### src/bcntd_pkg.sv
// Shared types, format codes and arithmetic helpers of the BCn block decoder.
`timescale 1ns / 1ps

package bcntd_pkg;

  // Block format codes held in the format register.
  typedef enum logic [1:0] {
    FMT_DXT1  = 2'd0,
    FMT_DXT3  = 2'd1,
    FMT_DXT5  = 2'd2,
    FMT_DXT5A = 2'd3
  } fmt_e;

  // Register index of the format register.
  localparam logic REG_FORMAT = 1'b0;

  // One palette entry.
  typedef struct packed {
    logic [7:0] r;
    logic [7:0] g;
    logic [7:0] b;
    logic [7:0] a;
  } rgba_t;

  // Expanded endpoints of one block, ready for palette interpolation.
  typedef struct packed {
    fmt_e        fmt;
    logic        three_col;
    rgba_t       c0;
    rgba_t       c1;
    logic [7:0]  a0;
    logic [7:0]  a1;
    logic [63:0] lo;
    logic [31:0] cidx;
  } ep_t;

  // Full colour and alpha palettes of one block with its texel indices.
  typedef struct packed {
    fmt_e            fmt;
    rgba_t [3:0]     col;
    logic [7:0][7:0] alp;
    logic [63:0]     lo;
    logic [31:0]     cidx;
  } pal_t;

  // Truncating x/3 for x up to 765, by reciprocal multiplication.
  function automatic logic [7:0] div3(input logic [9:0] x);
    logic [20:0] p;
    p = 21'(x) * 21'd683;
    return p[18:11];
  endfunction

  // Truncating x/5 for x up to 1275.
  function automatic logic [7:0] div5(input logic [10:0] x);
    logic [20:0] p;
    p = 21'(x) * 21'd1639;
    return p[20:13];
  endfunction

  // Truncating x/7 for x up to 1785.
  function automatic logic [7:0] div7(input logic [10:0] x);
    logic [21:0] p;
    p = 22'(x) * 22'd2341;
    return p[21:14];
  endfunction

  // v*255/31 truncated: 8v plus floor(7v/31).
  function automatic logic [7:0] expand5(input logic [4:0] v);
    logic [7:0]  t;
    logic [15:0] p;
    t = 8'(v) * 8'd7;
    p = 16'(t) * 16'd265;
    return {v, 3'b000} + 8'(p[15:13]);
  endfunction

  // v*255/63 truncated: 4v plus floor(v/21).
  function automatic logic [7:0] expand6(input logic [5:0] v);
    logic [1:0] q;
    q = 2'(v >= 6'd21) + 2'(v >= 6'd42) + 2'(v == 6'd63);
    return {v, 2'b00} + 8'(q);
  endfunction

endpackage

### src/bcntd_palette.sv
// Palette builder: interpolates colour and alpha palettes from expanded endpoints.
`timescale 1ns / 1ps

module bcntd_palette (
  input  bcntd_pkg::ep_t  ep_i,
  output bcntd_pkg::pal_t pal_o
);

  logic [7:0] p0 [3];
  logic [7:0] p1 [3];
  logic [7:0][7:0] alp;
  bcntd_pkg::rgba_t [3:0] col;

  // Endpoint channels as arrays for the per-channel interpolation.
  always_comb begin
    p0[0] = ep_i.c0.r;
    p0[1] = ep_i.c0.g;
    p0[2] = ep_i.c0.b;
    p1[0] = ep_i.c1.r;
    p1[1] = ep_i.c1.g;
    p1[2] = ep_i.c1.b;
  end

  // Colour palette: four-colour thirds, or halves plus transparent black.
  always_comb begin
    logic [7:0] m2 [3];
    logic [7:0] m3 [3];
    for (int ch = 0; ch < 3; ch++) begin
      if (ep_i.three_col) begin
        m2[ch] = 8'((9'(p0[ch]) + 9'(p1[ch])) >> 1);
        m3[ch] = 8'd0;
      end else begin
        m2[ch] = bcntd_pkg::div3(10'({p0[ch], 1'b0}) + 10'(p1[ch]));
        m3[ch] = bcntd_pkg::div3(10'(p0[ch]) + 10'({p1[ch], 1'b0}));
      end
    end
    col[0] = ep_i.c0;
    col[1] = ep_i.c1;
    col[2] = '{r: m2[0], g: m2[1], b: m2[2], a: 8'd255};
    col[3] = '{r: m3[0], g: m3[1], b: m3[2], a: (ep_i.three_col ? 8'd0 : 8'd255)};
  end

  // Alpha palette: eight entries with six interpolated, or six plus zero and full.
  always_comb begin
    alp[0] = ep_i.a0;
    alp[1] = ep_i.a1;
    if (ep_i.a0 > ep_i.a1) begin
      for (int k = 1; k < 7; k++) begin
        alp[k + 1] = bcntd_pkg::div7(11'(7 - k) * 11'(ep_i.a0) + 11'(k) * 11'(ep_i.a1));
      end
    end else begin
      for (int k = 1; k < 5; k++) begin
        alp[k + 1] = bcntd_pkg::div5(11'(5 - k) * 11'(ep_i.a0) + 11'(k) * 11'(ep_i.a1));
      end
      alp[6] = 8'd0;
      alp[7] = 8'd255;
    end
  end

  assign pal_o = '{fmt: ep_i.fmt, col: col, alp: alp, lo: ep_i.lo, cidx: ep_i.cidx};

endmodule

### src/bcn_texture_block_decoder_unit.sv
// Top level of the BCn texture block decoder: block pipeline and texel emitter.
`timescale 1ns / 1ps

// Channel   | Signals                                   | Moves
// ----------+-------------------------------------------+-------------------------------
// input     | in_valid_i / in_ready_o                   | one compressed 4x4 block
// output    | out_valid_o / out_ready_i                 | one RGBA8 texel, last flagged
// config    | psel, penable, pwrite, paddr, pwdata      | block_format at address 0
//
// Each block yields sixteen texels, one per cycle when the output is not stalled;
// the single texel output register sets that rate.
// A block passes an input register, an endpoint register and a palette register
// before its texels stream out. The next block is taken while the current one is
// emitting; output stalls back up through the stages without losing data. Reset
// clears all valid flags and the format register (DXT1).

module bcn_texture_block_decoder_unit (
  input  logic        clk_i,
  input  logic        rst_ni,
  // Block input
  input  logic        in_valid_i,
  output logic        in_ready_o,
  input  logic [63:0] block_low_i,
  input  logic [63:0] block_high_i,
  // Texel output
  output logic        out_valid_o,
  input  logic        out_ready_i,
  output logic [3:0]  texel_index_o,
  output logic [7:0]  red_o,
  output logic [7:0]  green_o,
  output logic [7:0]  blue_o,
  output logic [7:0]  alpha_o,
  output logic        last_texel_o,
  // Configuration
  input  logic        psel,
  input  logic        penable,
  input  logic        pwrite,
  input  logic [2:0]  paddr,
  input  logic [31:0] pwdata,
  output logic [31:0] prdata,
  output logic        pready
);

  bcntd_pkg::fmt_e  fmt_q;
  logic             s0_v_q, s1_v_q, s2_v_q, out_v_q;
  logic [63:0]      s0_lo_q, s0_hi_q;
  bcntd_pkg::fmt_e  s0_fmt_q;
  bcntd_pkg::ep_t   s1_q, s1_d;
  bcntd_pkg::pal_t  s2_q, s2_d;
  logic [3:0]       cnt_q;
  logic             in_fire, s0_move, s1_move, s1_free, s2_free, load, last_cnt;
  logic [3:0]       tex_idx_q;
  logic [7:0]       red_q, green_q, blue_q, alpha_q;
  logic             last_q;
  logic [7:0]       red_d, green_d, blue_d, alpha_d;

  // Configuration port: one register, always ready.
  assign pready = 1'b1;
  assign prdata = (paddr[2] == bcntd_pkg::REG_FORMAT) ? {30'd0, fmt_q} : 32'd0;

  always_ff @(posedge clk_i or negedge rst_ni) begin
    if (!rst_ni) begin
      fmt_q <= bcntd_pkg::FMT_DXT1;
    end else if (psel && penable && pwrite && pready && paddr[2] == bcntd_pkg::REG_FORMAT) begin
      fmt_q <= bcntd_pkg::fmt_e'(pwdata[1:0]);
    end
  end

  // Pipeline flow control: the palette register is freed when its last texel loads.
  assign last_cnt   = (cnt_q == 4'd15);
  assign load       = s2_v_q && (!out_v_q || out_ready_i);
  assign s2_free    = !s2_v_q || (load && last_cnt);
  assign s1_move    = s1_v_q && s2_free;
  assign s1_free    = !s1_v_q || s1_move;
  assign s0_move    = s0_v_q && s1_free;
  assign in_ready_o = !s0_v_q || s0_move;
  assign in_fire    = in_valid_i && in_ready_o;

  always_ff @(posedge clk_i or negedge rst_ni) begin
    if (!rst_ni) begin
      s0_v_q  <= 1'b0;
      s1_v_q  <= 1'b0;
      s2_v_q  <= 1'b0;
      out_v_q <= 1'b0;
      cnt_q   <= 4'd0;
    end else begin
      if (in_fire) begin
        s0_v_q <= 1'b1;
      end else if (s0_move) begin
        s0_v_q <= 1'b0;
      end
      if (s0_move) begin
        s1_v_q <= 1'b1;
      end else if (s1_move) begin
        s1_v_q <= 1'b0;
      end
      if (s1_move) begin
        s2_v_q <= 1'b1;
      end else if (load && last_cnt) begin
        s2_v_q <= 1'b0;
      end
      if (load) begin
        out_v_q <= 1'b1;
        cnt_q   <= cnt_q + 4'd1;
      end else if (out_ready_i) begin
        out_v_q <= 1'b0;
      end
    end
  end

  // Input register captures the request and the format in force.
  always_ff @(posedge clk_i) begin
    if (in_fire) begin
      s0_lo_q  <= block_low_i;
      s0_hi_q  <= block_high_i;
      s0_fmt_q <= fmt_q;
    end
  end

  // Endpoint stage: pick the colour half and expand the RGB565 endpoints.
  always_comb begin
    logic [63:0] cblk;
    logic [15:0] c0, c1;
    cblk = (s0_fmt_q == bcntd_pkg::FMT_DXT1) ? s0_lo_q : s0_hi_q;
    c0   = cblk[15:0];
    c1   = cblk[31:16];
    s1_d.fmt       = s0_fmt_q;
    s1_d.three_col = (s0_fmt_q == bcntd_pkg::FMT_DXT1) && !(c0 > c1);
    s1_d.c0        = '{r: bcntd_pkg::expand5(c0[15:11]), g: bcntd_pkg::expand6(c0[10:5]),
                       b: bcntd_pkg::expand5(c0[4:0]), a: 8'd255};
    s1_d.c1        = '{r: bcntd_pkg::expand5(c1[15:11]), g: bcntd_pkg::expand6(c1[10:5]),
                       b: bcntd_pkg::expand5(c1[4:0]), a: 8'd255};
    s1_d.a0        = s0_lo_q[7:0];
    s1_d.a1        = s0_lo_q[15:8];
    s1_d.lo        = s0_lo_q;
    s1_d.cidx      = cblk[63:32];
  end

  always_ff @(posedge clk_i) begin
    if (s0_move) begin
      s1_q <= s1_d;
    end
  end

  // Palette stage.
  bcntd_palette u_palette (
    .ep_i  (s1_q),
    .pal_o (s2_d)
  );

  always_ff @(posedge clk_i) begin
    if (s1_move) begin
      s2_q <= s2_d;
    end
  end

  // Texel select: index the palettes for the texel under the counter.
  always_comb begin
    logic [1:0]       ci;
    logic [2:0]       ai;
    logic [3:0]       nib;
    logic [5:0]       abase;
    bcntd_pkg::rgba_t c;
    ci    = s2_q.cidx[{cnt_q, 1'b0} +: 2];
    abase = 6'd16 + 6'(cnt_q) * 6'd3;
    ai    = s2_q.lo[abase +: 3];
    nib   = s2_q.lo[{cnt_q, 2'b00} +: 4];
    c     = s2_q.col[ci];
    red_d   = c.r;
    green_d = c.g;
    blue_d  = c.b;
    alpha_d = c.a;
    case (s2_q.fmt)
      bcntd_pkg::FMT_DXT1: begin
        alpha_d = c.a;
      end
      bcntd_pkg::FMT_DXT3: begin
        alpha_d = {nib, nib};
      end
      bcntd_pkg::FMT_DXT5: begin
        alpha_d = s2_q.alp[ai];
      end
      bcntd_pkg::FMT_DXT5A: begin
        red_d   = s2_q.alp[ai];
        green_d = s2_q.alp[ai];
        blue_d  = s2_q.alp[ai];
        alpha_d = 8'd255;
      end
      default: begin
        alpha_d = c.a;
      end
    endcase
  end

  // Output register holds one texel until it is taken.
  always_ff @(posedge clk_i) begin
    if (load) begin
      tex_idx_q <= cnt_q;
      red_q     <= red_d;
      green_q   <= green_d;
      blue_q    <= blue_d;
      alpha_q   <= alpha_d;
      last_q    <= last_cnt;
    end
  end

  assign out_valid_o   = out_v_q;
  assign texel_index_o = tex_idx_q;
  assign red_o         = red_q;
  assign green_o       = green_q;
  assign blue_o        = blue_q;
  assign alpha_o       = alpha_q;
  assign last_texel_o  = last_q;

endmodule

### config.mk
export PLATFORM = sky130hd
export DESIGN_NAME = bcn_texture_block_decoder_unit
export DESIGN_NICKNAME = d
export VERILOG_FILES = /design/src/bcntd_pkg.sv /design/src/bcntd_palette.sv /design/src/bcn_texture_block_decoder_unit.sv
export SDC_FILE = /design/constraint.sdc
export NUM_CORES = 2
export LEC_CHECK = 0
export ABC_AREA = 1
export ABC_CLOCK_PERIOD_IN_PS = 14760
export BUFFER_PORTS_ARGS = -buffer_cell sky130_fd_sc_hd__buf_2
export CORE_MARGIN = 4
export CORE_UTILIZATION = 60
export CTS_BUF_LIST = sky130_fd_sc_hd__clkbuf_8
export DETAILED_ROUTE_END_ITERATION = 16
export GPL_ROUTABILITY_DRIVEN = 0
export PLACE_DENSITY = 0.81
export SLEW_MARGIN = 0
export SYNTH_ARGS = -nofsm -noshare
export SYNTH_HDL_FRONTEND = slang
export SYNTH_HIERARCHICAL = 1
export SYNTH_SLANG_ARGS = --single-unit
export TNS_END_PERCENT = 100
### constraint.sdc
create_clock -name clk_i -period 14.76 [get_ports clk_i]
set_input_delay 2.214 -clock clk_i [delete_from_list [all_inputs] [get_ports clk_i]]
set_output_delay 2.214 -clock clk_i [all_outputs]
set_load 0.005 [all_outputs]
* Word level (Yosys, flattened, before mapping)
Cells that the tools add are included.
Widths: inputs -> output; s select.
** Storage, ports and cells
- Register bits :: 606
- Input bits :: 170
- Logic and storage cells :: 178
** Cells by class
- $add $sub $neg :: 31
- Multiply operators :: 31
- Order comparisons :: 8
- Equal/unequal tests :: 6
- Shift-type cells :: 3
- Mux-type cells :: 23
- Bitwise gates (word level) :: 1
- Reductions and logical operators :: 24
** Operators with widths (count)
- $mul 11x12->22 const B :: 6
- $mul 10x10->19 const B :: 6
- $mul 11x11->21 const B :: 4
- $bmux 32 s2 :: 1
- $mul 8x9->16 const B :: 4
- $mux 32 :: 2
- $mux 64 :: 1
- $mux 8 :: 8
- $shiftx 64x7->3 :: 1
- $shiftx 64x7->4 :: 1
- $mul 2x8->10 const A :: 4
- $add 8x3->8 :: 4
- $mul 5x3->8 const B :: 4
- $pmux 8 s4 :: 1
- $shiftx 32x6->2 :: 1
- $add 8x9->10 :: 3
- $add 9x8->10 :: 3
- $add 8x8->9 :: 3
- $bmux 8 s3 :: 1
- $add 10x10->11 :: 2
- $mul 3x8->11 const A :: 2
- $add 8x2->8 :: 2
- $gt 16x16->1 :: 1
- $eq 6x6->1 const B :: 2
- 29 further kinds :: 60

* Logic depth before layout (Yosys ltp)
- Word-level depth :: 11
- Gate-level depth with buffers :: 38

* Cells and area by module
The synthesis kept the hierarchy.
** By module, submodules not included
- bcntd_palette :: times used 1, cells an instance 5008, area each 38904.8 um^2, seq. area each 0.0 um^2
- bcn_texture_block_decoder_unit :: times used 1, cells an instance 2323, area each 27572.7 um^2, seq. area each 18387.6 um^2

* Least setup slack after synthesis
No wires, ideal clock.
- Path kind :: input -> register
- Start :: input out_ready_i
- End :: register s2_q[0] (netlist bit), enable pin
- Setup time :: 0.946 ns
- Arrival :: 14.410 ns
- Slack :: -0.596 ns
- Stages :: 4
- Buffers on the path :: 0
- Path through :: inv_1 -> nand2_1 -> a21oi_1 -> nor2_1
** On the way
- Longest elaborated chain between the ends :: 5
** Ends and longest elaborated chain
- start, declared :: RTL line bcn_texture_block_decoder_unit.sv:27 : input logic out_ready_i,
- $logic_or 1x1->1 :: RTL line bcn_texture_block_decoder_unit.sv:71 : assign load = s2_v_q && (!out_v_q || out_ready_i);
- $logic_and 1x1->1 :: RTL line bcn_texture_block_decoder_unit.sv:71
- $logic_and 1x1->1 :: RTL line bcn_texture_block_decoder_unit.sv:72 : assign s2_free = !s2_v_q || (load && last_cnt);
- $logic_or 1x1->1 :: RTL line bcn_texture_block_decoder_unit.sv:72
- $logic_and 1x1->1 :: RTL line bcn_texture_block_decoder_unit.sv:73 : assign s1_move = s1_v_q && s2_free;
- net s1_move :: RTL line bcn_texture_block_decoder_unit.sv:51 : logic in_fire, s0_move, s1_move, s1_free, s2_free, load, last_cnt;
- end signal, assigned :: RTL line bcn_texture_block_decoder_unit.sv:153 : s2_q <= s2_d;
- end, declared :: RTL line bcn_texture_block_decoder_unit.sv:49 : bcntd_pkg::pal_t s2_q, s2_d;
The timed path passes the listed nets, and every way through them passes these cells.
A chain may end at the register's enable or synchronous reset.

==> results.toml <==
[global_route]
grt_max_degree = 196
grt_first_pass_wirelength_mm = 260
first_global_vias = 51500
grt.overflow.total = 0
grt_usage_pct = 27.7
antenna_found_initial = 3

[clocking]
clock-root-buffer = "clkbuf_8"
postCtsSetupRepairBufs = 0
cts_hold_buffers = 0
cts_resized = 0
clk_pin_slew_ns = 0.07
cts_buffers = 97
cts_tree = "built"
clockBufferDepth = 3
insertion_delay_ns = 0.75
ctsHtreeMaxLevel = 3
cts.sinks = 614

[worst_setup_path]
cp_max_fo = 24
startpoint_type = "flop"
rrSetupSlack_ns = 6.79
cp_slowest_cell = "fa_1"
cp-end-kind = "flop"
path_common_cell = "nand2_1"
crit_arrival_ns = 8.42
required_ns = 15.21
criticalPathCategory = "flop to flop"
critical-path-max-stage-delay_ns = 0.52

[sta]
maxSlewViolCount = 0
setup-tns-final_ns = 0
slew_headroom_pct = 16.1
fin_skew_ns = 0.0462
timing.final.ws_setup_ns = 6.79
max_slew.worst_pin.slew_ns = 1.26
rsz0062_at_grt = "false"
max_freq_mhz = 125
finalCriticalPeriod_ns = 7.97
fin_crit_sh_pct = 54.0
setup_viol = 0
hold_viol = 0

[detailed_routing]
final_antenna_net_count = 0
firstDrtPassIters = 10
wire_per_inst_um = 18.3
drt_wl_total_mm = 163
drt-initial-drc-count = 5133
drc = 0
vias = 51600
avgViaCountPerCell = 5.79

[layout]
final_util_pct = 63.3
num-nets-final = 9224
filler_cell_count = 8605
layout-drive-gt1-share_pct = 5.40
syn_to_final_growth_pct = 4.29
mostFrequentLayoutCells = "ha_1 (1,288), nand2_1 (1,261), inv_1 (1,210)"
final_common_cell = "ha_1"
final_cell_area_um2 = 69300

[yosys]
synth_adder_area_share_pct = 36.1
synthFlopType = "edfxtp_1"
synth_compound_area_share_pct = 8.87
async_flop_share_pct = 1.63
synth_top_area_share_pct = 27.3
synth_top_family_by_area = "adder cells"
synthTopCellsByArea = "edfxtp_1 (27%), ha_1 (24%), fa_1 (12%)"
yosys.area.top_type = "edfxtp_1"
avgSynthCellArea_um2 = 9.07
synth-edff-count = 604
yosys_warnings = 6
synth_seq_cells = 614
syn-instance-count = 7331
synth_xor_area_share_pct = 2.90
ys_seq_area_share_pct = 27.7
synth.area.mux_share_pct = 0
syn_area_um2 = 66500
synthSimpleGateAreaFrac_pct = 14.3
yosysUniqueCellTypes = 64

[status]
outcome = "finished clean"

[place]
hpwl_mm = 129
pre_cts_slack_ns = 6.98
placed_area_um2 = 67500
portBuffers = 178

[floorplanning]
initial_utilization_pct = 60.7
dieArea_um2 = 116000
ioPinCount = 242
core_um2 = 109000
num_rows = 121
dieWidth_um = 341
die_h_um = 341

[hold_path]
hold_path.class = "flop to flop"

[flow_run]
maxCapViolCount = 0
==> through the flow <==
| stage | cells | hold slack [ns] |
|---|---|---|
| after CTS | 8916 | 0.391 |
| after detailed placement | 8748 | 0.405 |
| final | 8917 | 0.401 |
| after global placement | 8748 | 0.402 |
| after global routing | 8916 | 0.413 |
| after floorplan | 7383 | 0.418 |
==> routing by layer <==
| metal | wire length (um) | track usage, % | vias to the layer above |
|---|---|---|---|
| li1 | - | - | 24500 |
| met1 | 67400 | 37.0 | 24200 |
| met2 | 74300 | 45.3 | 2364 |
| met3 | 14400 | 4.41 | 495 |
| met4 | 7250 | 11.2 | 2 |
| met5 | 16 | 0 | - |
==> synth_stat cells, types with 3 or more instances <==
library cell,instances
ha_1,1288
nand2_1,1262
inv_1,1188
edfxtp_1,604
a21oi_1,490
nand3_1,464
fa_1,395
nor2_1,302
o21ai_0,294
buf_4,239
xor2_1,144
xnor2_1,76
nand4_1,63
o21bai_1,49
nor3_1,43
a21o_1,37
o21ai_1,37
clkbuf_1,34
buf_2,31
nand3b_1,28
o211ai_1,27
or2_2,26
a31oi_1,25
o21a_1,17
a211oi_1,13
o22ai_1,13
buf_1,11
nor4_1,11
dfrtp_1,10
o31ai_1,10
buf_6,9
a221oi_1,7
a32oi_1,7
nand3_2,7
or2_1,7
a21boi_0,6
inv_2,6
nand2_2,6
o221ai_1,5
a21oi_2,3
a2bb2oi_1,3
conb_1,3
nor3b_1,3
or3b_1,3
==> state kept, by name (all words and copies together) (netlist names), 2 cells and up <==
register / cells
s2_q: 290
s1_q: 147
s0_hi_q: 64
s0_lo_q: 64
alpha_o: 8
blue_o: 8
green_o: 8
red_o: 8
cnt_q: 4
texel_index_o: 4
fmt_q: 2
s0_fmt_q: 2
==> path summary, 6_finish.rpt <==
path,from,end,cells past startpoint
setup / recovery,s1_q[104]$_DFFE_PP_,s2_q[127]$_DFFE_PP_,34
hold / removal,s1_q[64]$_DFFE_PP_,s2_q[64]$_DFFE_PP_,0
setup reg to reg,s1_q[104]$_DFFE_PP_,s2_q[127]$_DFFE_PP_,34
hold reg to reg,s1_q[64]$_DFFE_PP_,s2_q[64]$_DFFE_PP_,0
max in group asynchronous,rst_ni,cnt_q[0]$_DFFE_PN0P_,1
min in group asynchronous,rst_ni,cnt_q[2]$_DFFE_PN0P_,1
==> worst max-delay path: cells and delay by family, from the launching register on <==
family                     cells  cell delay [ns]
xor gates and xnor gates       1             0.47
buffers and inverters          6             0.88
DFF                            1             0.32
and+or+nand+nor               12             1.38
AOI/OAI and AO/OA              6             0.80
adders and majority gates      9             3.79
==> layout make-up <==
class | instances | area, um^2 | share of cell area, %
clock buffers | 97 | 1340 | 1.93
well taps | 1476 | 1850 | 2.66
inverters | 1196 | 4500 | 6.49
flip-flops and latches | 614 | 18400 | 26.5
diodes | 1 | 2.50 | 0.00361
repair buffers | 214 | 1170 | 1.69
multi-input cells | 5248 | 41600 | 60.0
clock inverters | 71 | 482 | 0.695
==> cell families after synthesis <==
logic type | count (synthesis)
compound gates | 1057
xor+xnor | 220
fa+ha+maj | 1683
buf+inv | 1521
flops | 614
other cells | 3
simple gates | 2233
Power is not shown: default switching activity piles up to over one toggle a cycle in this logic, so the estimate is an artifact.
